==> src/design/bat_pkg.sv <==
// Shared types and constants for the breakpoint address table.
// Used by the controller, the datapath and the top level; no dependencies.

package bat_pkg;

    // Field widths
    localparam int CMD_W    = 2;
    localparam int KIND_W   = 3;
    localparam int ADDR_W   = 16;
    localparam int STATUS_W = 2;

    // Command codes
    localparam logic [CMD_W-1:0] CMD_SET    = 2'd0;
    localparam logic [CMD_W-1:0] CMD_REMOVE = 2'd1;
    localparam logic [CMD_W-1:0] CMD_CHECK  = 2'd2;
    localparam logic [CMD_W-1:0] CMD_CLEAR  = 2'd3;

    // Breakpoint kinds
    localparam logic [KIND_W-1:0] KIND_SOFTWARE = 3'd0;

    // Result status codes
    localparam logic [STATUS_W-1:0] ST_OK          = 2'd0;
    localparam logic [STATUS_W-1:0] ST_UNSUPPORTED = 2'd1;
    localparam logic [STATUS_W-1:0] ST_FULL        = 2'd2;

    // Controller to datapath commands
    typedef struct packed {
        logic load;       // capture the incoming item, restart the scan
        logic scan_read;  // read the next table entry
        logic apply;      // update the table and load the result
    } bat_ctrl_t;

    // Datapath to controller status
    typedef struct packed {
        logic need_scan;  // incoming item must search the table
        logic read_last;  // current scan read is the last entry
    } bat_stat_t;

endpackage

==> src/design/bat_datapath.sv <==
// Datapath of the breakpoint address table: address memory, valid bits,
// scan compare and result registers. Depends on bat_pkg.

module bat_datapath #(
    parameter int ENTRIES = 32
) (
    input  logic                          clk,
    input  logic                          rst_n,
    input  bat_pkg::bat_ctrl_t            ctrl,
    output bat_pkg::bat_stat_t            stat,
    input  logic [bat_pkg::CMD_W-1:0]     cmd,
    input  logic [bat_pkg::KIND_W-1:0]    bp_kind,
    input  logic [bat_pkg::ADDR_W-1:0]    addr,
    output logic [bat_pkg::STATUS_W-1:0]  status,
    output logic                          hit
);

    localparam int IW = (ENTRIES > 1) ? $clog2(ENTRIES) : 1;
    localparam logic [IW-1:0] LAST_IDX = IW'(ENTRIES - 1);

    // Item registers
    logic [bat_pkg::CMD_W-1:0]    cmd_reg;
    logic [bat_pkg::KIND_W-1:0]   kind_reg;
    logic [bat_pkg::ADDR_W-1:0]   addr_reg;

    // Scan registers
    logic [IW-1:0]                rd_idx_reg;
    logic [IW-1:0]                cmp_idx_reg;
    logic                         cmp_vld_reg;
    logic [bat_pkg::ADDR_W-1:0]   rd_data_reg;
    logic                         match_found_reg;
    logic [IW-1:0]                match_idx_reg;
    logic                         free_found_reg;
    logic [IW-1:0]                free_idx_reg;

    // Table storage
    logic [bat_pkg::ADDR_W-1:0]   mem [ENTRIES];
    logic [ENTRIES-1:0]           valid_reg;

    // Result registers
    logic [bat_pkg::STATUS_W-1:0] status_reg;
    logic                         hit_reg;

    logic                         kind_ok;
    logic                         cmp_valid;
    logic                         cmp_match;
    logic                         do_write;

    // Decide whether the incoming item needs a table search
    always_comb
    begin
        stat.need_scan = (cmd == bat_pkg::CMD_CHECK)
                      || (((cmd == bat_pkg::CMD_SET) || (cmd == bat_pkg::CMD_REMOVE))
                          && (bp_kind == bat_pkg::KIND_SOFTWARE));
        stat.read_last = (rd_idx_reg == LAST_IDX);
    end

    assign kind_ok   = (kind_reg == bat_pkg::KIND_SOFTWARE);
    assign cmp_valid = valid_reg[cmp_idx_reg];
    assign cmp_match = cmp_valid && (rd_data_reg == addr_reg);
    assign do_write  = ctrl.apply && (cmd_reg == bat_pkg::CMD_SET) && kind_ok
                    && !match_found_reg && free_found_reg;

    // Capture the item on transfer
    always_ff @(posedge clk)
    begin
        if (ctrl.load)
        begin
            cmd_reg  <= cmd;
            kind_reg <= bp_kind;
            addr_reg <= addr;
        end
    end

    // Address memory: one read per scan cycle, one write on apply
    always_ff @(posedge clk)
    begin
        if (ctrl.scan_read)
        begin
            rd_data_reg <= mem[rd_idx_reg];
        end
        if (do_write)
        begin
            mem[free_idx_reg] <= addr_reg;
        end
    end

    // Advance the scan and record the first match and first free slot
    always_ff @(posedge clk or negedge rst_n)
    begin
        if (!rst_n)
        begin
            rd_idx_reg      <= '0;
            cmp_idx_reg     <= '0;
            cmp_vld_reg     <= 1'b0;
            match_found_reg <= 1'b0;
            match_idx_reg   <= '0;
            free_found_reg  <= 1'b0;
            free_idx_reg    <= '0;
        end
        else
        begin
            cmp_vld_reg <= ctrl.scan_read;
            if (ctrl.scan_read)
            begin
                cmp_idx_reg <= rd_idx_reg;
                if (!stat.read_last)
                begin
                    rd_idx_reg <= rd_idx_reg + IW'(1);
                end
            end
            if (ctrl.load)
            begin
                rd_idx_reg      <= '0;
                match_found_reg <= 1'b0;
                free_found_reg  <= 1'b0;
            end
            else if (cmp_vld_reg)
            begin
                if (cmp_match && !match_found_reg)
                begin
                    match_found_reg <= 1'b1;
                    match_idx_reg   <= cmp_idx_reg;
                end
                if (!cmp_valid && !free_found_reg)
                begin
                    free_found_reg <= 1'b1;
                    free_idx_reg   <= cmp_idx_reg;
                end
            end
        end
    end

    // Update valid bits on apply
    always_ff @(posedge clk or negedge rst_n)
    begin
        if (!rst_n)
        begin
            valid_reg <= '0;
        end
        else if (ctrl.apply)
        begin
            unique case (cmd_reg)
                bat_pkg::CMD_CLEAR:
                begin
                    valid_reg <= '0;
                end
                bat_pkg::CMD_SET:
                begin
                    if (do_write)
                    begin
                        valid_reg[free_idx_reg] <= 1'b1;
                    end
                end
                bat_pkg::CMD_REMOVE:
                begin
                    if (kind_ok && match_found_reg)
                    begin
                        valid_reg[match_idx_reg] <= 1'b0;
                    end
                end
                default:
                begin
                    valid_reg <= valid_reg;
                end
            endcase
        end
    end

    // Load the result on apply
    always_ff @(posedge clk)
    begin
        if (ctrl.apply)
        begin
            hit_reg    <= 1'b0;
            status_reg <= bat_pkg::ST_OK;
            unique case (cmd_reg)
                bat_pkg::CMD_SET:
                begin
                    if (!kind_ok)
                    begin
                        status_reg <= bat_pkg::ST_UNSUPPORTED;
                    end
                    else if (!match_found_reg && !free_found_reg)
                    begin
                        status_reg <= bat_pkg::ST_FULL;
                    end
                end
                bat_pkg::CMD_REMOVE:
                begin
                    if (!kind_ok)
                    begin
                        status_reg <= bat_pkg::ST_UNSUPPORTED;
                    end
                end
                bat_pkg::CMD_CHECK:
                begin
                    hit_reg <= match_found_reg;
                end
                default:
                begin
                    hit_reg <= 1'b0;
                end
            endcase
        end
    end

    assign status = status_reg;
    assign hit    = hit_reg;

endmodule

==> src/design/bat_controller.sv <==
// Sequencing state machine of the breakpoint address table: handshakes,
// scan control and result hand-off. Depends on bat_pkg.

module bat_controller (
    input  logic                clk,
    input  logic                rst_n,
    input  logic                in_valid,
    output logic                in_stall,
    output logic                out_valid,
    input  logic                out_stall,
    output bat_pkg::bat_ctrl_t  ctrl,
    input  bat_pkg::bat_stat_t  stat
);

    typedef enum logic [1:0] {
        S_IDLE,
        S_SCAN,
        S_DRAIN,
        S_APPLY
    } state_t;

    state_t state_reg;
    state_t state_next;
    logic   out_valid_reg;
    logic   out_valid_next;
    logic   out_free;

    assign out_free = !out_valid_reg || !out_stall;

    // Decode commands and next state
    always_comb
    begin
        state_next     = state_reg;
        out_valid_next = out_valid_reg && out_stall;
        ctrl           = '0;
        unique case (state_reg)
            S_IDLE:
            begin
                if (in_valid)
                begin
                    ctrl.load  = 1'b1;
                    state_next = stat.need_scan ? S_SCAN : S_APPLY;
                end
            end
            S_SCAN:
            begin
                ctrl.scan_read = 1'b1;
                if (stat.read_last)
                begin
                    state_next = S_DRAIN;
                end
            end
            S_DRAIN:
            begin
                state_next = S_APPLY;
            end
            S_APPLY:
            begin
                if (out_free)
                begin
                    ctrl.apply     = 1'b1;
                    out_valid_next = 1'b1;
                    state_next     = S_IDLE;
                end
            end
            default:
            begin
                state_next = S_IDLE;
            end
        endcase
    end

    // Hold state and output valid
    always_ff @(posedge clk or negedge rst_n)
    begin
        if (!rst_n)
        begin
            state_reg     <= S_IDLE;
            out_valid_reg <= 1'b0;
        end
        else
        begin
            state_reg     <= state_next;
            out_valid_reg <= out_valid_next;
        end
    end

    assign in_stall  = (state_reg != S_IDLE);
    assign out_valid = out_valid_reg;

endmodule

==> src/design/breakpoint_address_table.sv <==
// Breakpoint address table top level: ties the controller to the datapath.
// Depends on bat_pkg, bat_controller and bat_datapath.
//
// Holds up to ENTRIES 16-bit breakpoint addresses with valid bits, one
// result per command. Set, remove and check search the table one entry a
// cycle through the single read port of the address memory, passing
// through the idle, scan, drain and apply states; clear all and set or
// remove with an unsupported kind skip the search and go from idle to
// apply. A result that is still waiting on out_stall holds the next item
// back until the stall ends. A finished result waits in the output
// register while the next item is taken in and searched. Valid bits
// clear at reset.

module breakpoint_address_table #(
    parameter int ENTRIES = 32
) (
    input  logic                          clk,
    input  logic                          rst_n,
    input  logic                          in_valid,
    output logic                          in_stall,
    input  logic [bat_pkg::CMD_W-1:0]     cmd,
    input  logic [bat_pkg::KIND_W-1:0]    bp_kind,
    input  logic [bat_pkg::ADDR_W-1:0]    addr,
    output logic                          out_valid,
    input  logic                          out_stall,
    output logic [bat_pkg::STATUS_W-1:0]  status,
    output logic                          hit
);

    bat_pkg::bat_ctrl_t ctrl;
    bat_pkg::bat_stat_t stat;

    // Sequencer
    bat_controller u_ctrl (
        .clk       (clk),
        .rst_n     (rst_n),
        .in_valid  (in_valid),
        .in_stall  (in_stall),
        .out_valid (out_valid),
        .out_stall (out_stall),
        .ctrl      (ctrl),
        .stat      (stat)
    );

    // Table and result datapath
    bat_datapath #(
        .ENTRIES (ENTRIES)
    ) u_dp (
        .clk     (clk),
        .rst_n   (rst_n),
        .ctrl    (ctrl),
        .stat    (stat),
        .cmd     (cmd),
        .bp_kind (bp_kind),
        .addr    (addr),
        .status  (status),
        .hit     (hit)
    );

endmodule

==> config.mk <==
export PLATFORM = sky130hd
export DESIGN_NAME = breakpoint_address_table
export DESIGN_NICKNAME = d
export VERILOG_FILES = /design/src/design/bat_pkg.sv /design/src/design/bat_datapath.sv /design/src/design/bat_controller.sv /design/src/design/breakpoint_address_table.sv
export SDC_FILE = /design/constraint.sdc
export NUM_CORES = 1
export LEC_CHECK = 0
export ABC_AREA = 1
export BUFFER_PORTS_ARGS = -buffer_cell sky130_fd_sc_hd__buf_4
export CAP_MARGIN = 20
export CORE_MARGIN = 3
export CORE_UTILIZATION = 50
export CTS_CLUSTER_SIZE = 8
export DETAILED_ROUTE_END_ITERATION = 16
export PLACE_DENSITY = 0.68
export REMOVE_ABC_BUFFERS = 1
export SYNTH_ARGS = -nofsm -noshare
export SYNTH_HDL_FRONTEND = slang
export SYNTH_SLANG_ARGS = --single-unit
==> constraint.sdc <==
create_clock -name clk -period 2.6 [get_ports clk]
set_input_delay 0 -clock clk [delete_from_list [all_inputs] [get_ports clk]]
set_output_delay 0 -clock clk [all_outputs]
set_load 0.02 [all_outputs]
======== Yosys cells after proc, flatten, opt, wreduce, memory -nomap -nowiden ========
Memory sizes are Yosys's and may differ from the RTL's. A register that Yosys moved wholly into a read port is not among the register bits.
Index checks and enable logic that the tools add are counted.
word-level totals
  memories ................................ 1
  memory bits (writable) .................. 512
  output and inout port bits .............. 5
  register bits after elaboration ......... 82
  bits of input ports ..................... 25
  logic and storage cells ................. 117
memories
  name      words  width  rd ports  clocked after memory_dff  wr ports  RTL line            text
  u_dp.mem  32     16     1         1                         1         bat_datapath.sv:37  logic [bat_pkg::ADDR_W-1:0] mem [ENTRIES];
operators by class
  multiplexer cells ....................... 36
  magnitude comparators ................... 5
  reductions and logical operators ........ 39
  eq/ne operators ......................... 16
  $add $sub $neg .......................... 1
  bitwise gates (word level) .............. 4
operators by type and width
  operator               count
  $pmux W32 S3           1
  $mux W32               2
  $and A32 B32 Y32       1
  $not A32 Y32           1
  $or A32 B32 Y32        1
  $mux W1                19
  $lt A5 B6 Y1 const B   3
  $eq A16 B16 Y1         1
  $mux W5                3
  $logic_and A1 B1 Y1    13
  $mux W2                6
  $demux W1 S5           2
  $eq A2 B2 Y1 const B   5
  $ge A5 B1 Y1 const B   2
  $reduce_bool A2 Y1     5
  $reduce_and A3 Y1      3
  $pmux W2 S4            1
  $eq A2 B1 Y1 const B   3
  $logic_not A2 Y1       3
  $logic_not A3 Y1       2
  $ne A2 B1 Y1 const B   3
  $ne A2 B2 Y1 const B   3
  $reduce_and A2 Y1      3
  $add A5 B1 Y5 const B  1
  other kinds (8)        14

======== Longest topological paths before layout ========
  depth in word-level cells ............... 10
  depth in mapped cells ................... 12
  depth with buffers taken out ............ 12

======== Hierarchy ========
Synthesis repeated with hierarchy kept, for this count alone.
unflattened totals
  cell total of the unflattened synthesis .. 2124
  area total of the unflattened synthesis .. 25370.6 um2
modules (own cells, without submodules)
  module          area an instance (um2)  cells an instance  instances  seq. area each (um2)
  bat_datapath    25111.6                 2089               1          17952.2
  bat_controller  259.0                   35                 1          75.1

======== Worst setup path before layout ========
No wires, ideal clock.
  kind .................................... reg-to-reg
  start point ............................. register u_ctrl.out_valid_reg, in the netlist u_ctrl.out_valid
  end point ............................... memory u_dp.mem[11][0] (netlist name), enable pin
  required time ........................... 2188 ps
  stages on the path, launching flop included .. 7
  arrival ................................. 2243 ps
  period minus slack after synthesis ...... 2654 ps
  slack ................................... -54 ps
  cells stage by stage .................... dfrtp_1 > nand2_1 > inv_1 > nor3_2 > nand2_2 > buf_2 > nor3_1
on the way
  longest elaborated chain between the ends .. 10
RTL lines
  what                              RTL line              text
  from (decl)                       bat_controller.sv:24  logic out_valid_reg;
  from (signal assigned)            bat_controller.sv:84  out_valid_reg <= out_valid_next;
  $logic_not A1 Y1                  bat_controller.sv:28  assign out_free = !out_valid_reg || !out_stall;
  $logic_or A1 B1 Y1                bat_controller.sv:28
  $mux W1                           bat_controller.sv:59  if (out_free)
  $mux W1                           bat_controller.sv:36  unique case (state_reg)
  $logic_and A1 B1 Y1 (2 in a row)  bat_datapath.sv:61    assign do_write = ctrl.apply && (cmd_reg == bat_pkg::CMD_SET) && kind_ok
  $logic_and A1 B1 Y1 (2 in a row)  bat_datapath.sv:62    && !match_found_reg && free_found_reg;
  $mux W1                           bat_datapath.sv:82    if (do_write)
  $mux W1 (not written as such)     bat_datapath.sv:84    mem[free_idx_reg] <= addr_reg;
  to (decl)                         bat_datapath.sv:37
No other way between the ends.

==> summary.md <==
| Metric | Value |
|---|---|
| Chip width | `roughly 230 um` |
| Crit-path slowest cell | `dfrtp_4` |
| Total track usage | `25.8%` |
| HP Class | `primary input to asynchronous set/reset pin` |
| P&R area growth vs syn | `16.5%` |
| Cell breakdown of the critical path | `buf_12 -> buf_12 -> buf_4 -> nor2_1 -> o21ai_0 -> o21ai_1 -> o211ai_1 -> nand2_1 -> nand2_1 -> inv_1` |
| Mean Syn Cell Area | `11.9 um2` |
| Least-Margin Pin Slew | `approximately 770 ps` |
| Max_cap viols | `0` |
| Crit end category | `flip-flop` |
| Violated checks | `negative hold slack` |
| FF-to-FF setup slack | `60 ps` |
| GRT Residual Overflow | `0` |
| PwrDens | `1100 mW/mm2` |
| Max FFs per register | `512` |
| Global-route wire length before repair | `slightly above 100 mm` |
| Total length of routed wires | `~68 mm` |
| Synth top area share | `65.8%` |
| Fin. max-slew vios | `0` |
| CORE AREA | `around 0.049 mm2` |
| Antenna viol nets, final | `0` |
| CTS tree | `built` |
| Max Clk Rate | `393 MHz` |
| Clk_lat worst skew | `630 ps` |
| Initial antenna violation count | `0` |
| Reg2reg start | `u_dp.rd_idx_reg[1]` |
| Ranking of synthesized cells by area | `edfxtp_1 66%, dfrtp_1 5.8%, o21ai_0 5.2%` |
| Sequential area share after synthesis | `71.5%` |
| Warnings, synthesis | `0` |
| Number of synthesized flops with an enable pin | `552` |
| Vias | `17330` |
| Die area | `0.0531 mm2` |
| Biggest area consumer among synthesized cells | `edfxtp_1` |
| WP buf/inv | `4` |
| Final #Nets | `2296` |
| GPL Wtd Cong | `about 0.90` |
| WP data required | `2980 ps` |
| CTS root buf | `clkbuf_16` |
| Iter 0 DRT Violations | `2049` |
| Top FF cell, synth | `edfxtp_1` |
| I/O pin cnt | `30` |
| Antenna cells | `0` |
| Synth Register Bits | `610` |
| Post-Syn Instances | `about 2100` |
| Final period utilization | `97.8%` |
| H-tree Lvls | `3` |
| Top fanout value on the critical path | `32` |
| WL/cell | `23.1 um` |
| HPWL Detailed | `41.1 mm` |
| CTS clk-pin slew, worst paths | `50 ps` |
| Clock sink count | `610` |
| Placed insts | `2816` |
| Die extent in y | `230 um` |
| Crit path kind | `flip-flop to flip-flop` |
| Number of buffers created by CTS | `86` |
| Min Tclk post-route | `2540 ps` |
| CP Launch Point | `u_dp.rd_idx_reg[1]` |
| Vias/cell | `5.88` |
| Proportion of layout cells with a drive suffix above 1 | `about an eighth` |
| Core Rows | `81` |
| Setup-failing EPs final | `0` |
| CP Launch Type | `flip-flop` |
| Largest net degree at the start of global routing | `64` |
| Initial DRT Pass Iterations | `9` |
| CTS Buffer Depth | `3` |
| Fin cells | `2945` |
| Pleak | `roughly 11 nW` |
| Asr flop ratio synth | `a little under a tenth` |
| Count of buffers from port buffering | `29` |
| Peak supply drop | `around 640 uV` |
| Worst slew margin | `around 49%` |
| Drt drc | `0` |
| Top-count cell post-synth | `edfxtp_1` |
| Clk_skew | `28.5 ps` |
| Vias in the first global route | `16893` |
| Min Hold Slack | `-7.03 ps` |
| Commonest cells in the netlist | `552 x edfxtp_1, 341 x nor2_1, 273 x nand2_1` |
| Total setup buffers inserted after CTS | `0` |
| Initial Utilization | `51.0%` |
| Outcome | `complete, but fails checks` |
| Fin. Hold Viols | `5` |
| Delay-heaviest family, CP | `buffers and inverters` |
| CP max stage delay | `580 ps` |
| Syn Std Cell Area | `roughly 0.025 mm2` |
| Data arrival time of the critical path | `2920 ps` |
| Synth cell types | `37` |
| RSZ-0062 raised after global routing | `false` |
[layout make-up]
class	count	area, um2
inverter	125	474
timing repair buffer	172	1550
tap	664	831
fill	3863	20000
multi-input combinational	1269	6090
clock buffer	102	2300
sequential	610	18000
clock inverter	3	66.3
[layout by cell type (no fill, tap or decap), types with 3 or more instances in the layout]
cell / count
edfxtp_1: 552
nor2_1: 331
nand2_1: 273
o21ai_0: 262
buf_4: 132
inv_1: 116
clkbuf_16: 90
o22ai_1: 71
o21ai_1: 62
nand3_1: 62
a21oi_1: 60
dfrtp_1: 55
o211ai_1: 47
dlygate4sd3_1: 24
o221ai_1: 18
buf_12: 16
nor3_1: 15
clkbuf_1: 12
nor2_2: 11
nand4_1: 11
inv_2: 7
ha_1: 7
nor3_2: 6
xor2_1: 6
xnor2_1: 5
or2_2: 4
nand2_2: 3
[metal layers]
layer | global-route usage [%] | share of wire, % | vias up | routed length [um]
met3 | 4.38 | 8.4 | 143 | 5700
met4 | 10.5 | 3.8 | 0 | 2560
met2 | 42.2 | 49 | 831 | 33100
met5 | 0 | 0 | - | 0
met1 | 34.5 | 39 | 8511 | 26800
li1 | - | - | 7845 | -
[logic make-up (layout without fill, tap and decap cells)]
group	count (synthesis)	in the layout	share of synthesized area (%)
AO/OA/AOI/OAI	529	529	11.7
XOR/XNOR	11	11	0.382
adder cells (fa/ha/maj)	7	7	0.348
buffers and inverters	244	402	4.51
flip-flops	610	610	71.5
multiplexers	1	1	0.0447
AND/OR/NAND/NOR	721	721	11.5
[repair_timing]
item / in CTS / in global routing
setup endpoints to repair: 0 / 0
hold endpoints to repair: 86 / 0
hold buffers: 24 / 0
resized for setup: 0 / 0
[path summary, 6_finish.rpt]
check	to	depth (start not counted)
max	u_dp.rd_data_reg[7]	10
min	u_dp.valid_reg[16]	2
max reg2reg	u_dp.rd_data_reg[7]	10
min reg2reg	u_dp.valid_reg[27]	2
max in group asynchronous	u_dp.rd_idx_reg[0]	2
min in group clk	u_dp.addr_reg[3]	2
[metrics by stage]
stage	setup TNS [ps]	utilization [%]	setup WS, ps	instance area (um2)	power (W)
floorplan	-133470	-	-5650	24500	0.0173
global placement	0	54.2	136	26700	0.0220
detailed placement	0	54.2	113	26700	0.0223
CTS	0	59.4	115	29300	0.0323
global route	0	59.4	8.65	29300	0.0338
finish	0	59.4	56.0	29300	0.0323
[worst reg2reg max path, delay by kind of cell, from the launching register on]
kind | cells | cell delay (ps)
and+or+nand+nor | 3 | 420
buffers and inverters | 4 | 680
DFF | 1 | 580
AOI/OAI and AO/OA | 3 | 640
[power breakdown]
group	switching, W	internal, W
sequential	0.000572	0.0117
clock	0.00381	0.00619
combinational	0.00683	0.00320
total	0.0112	0.0211
Power figures use the tool's default switching activity.
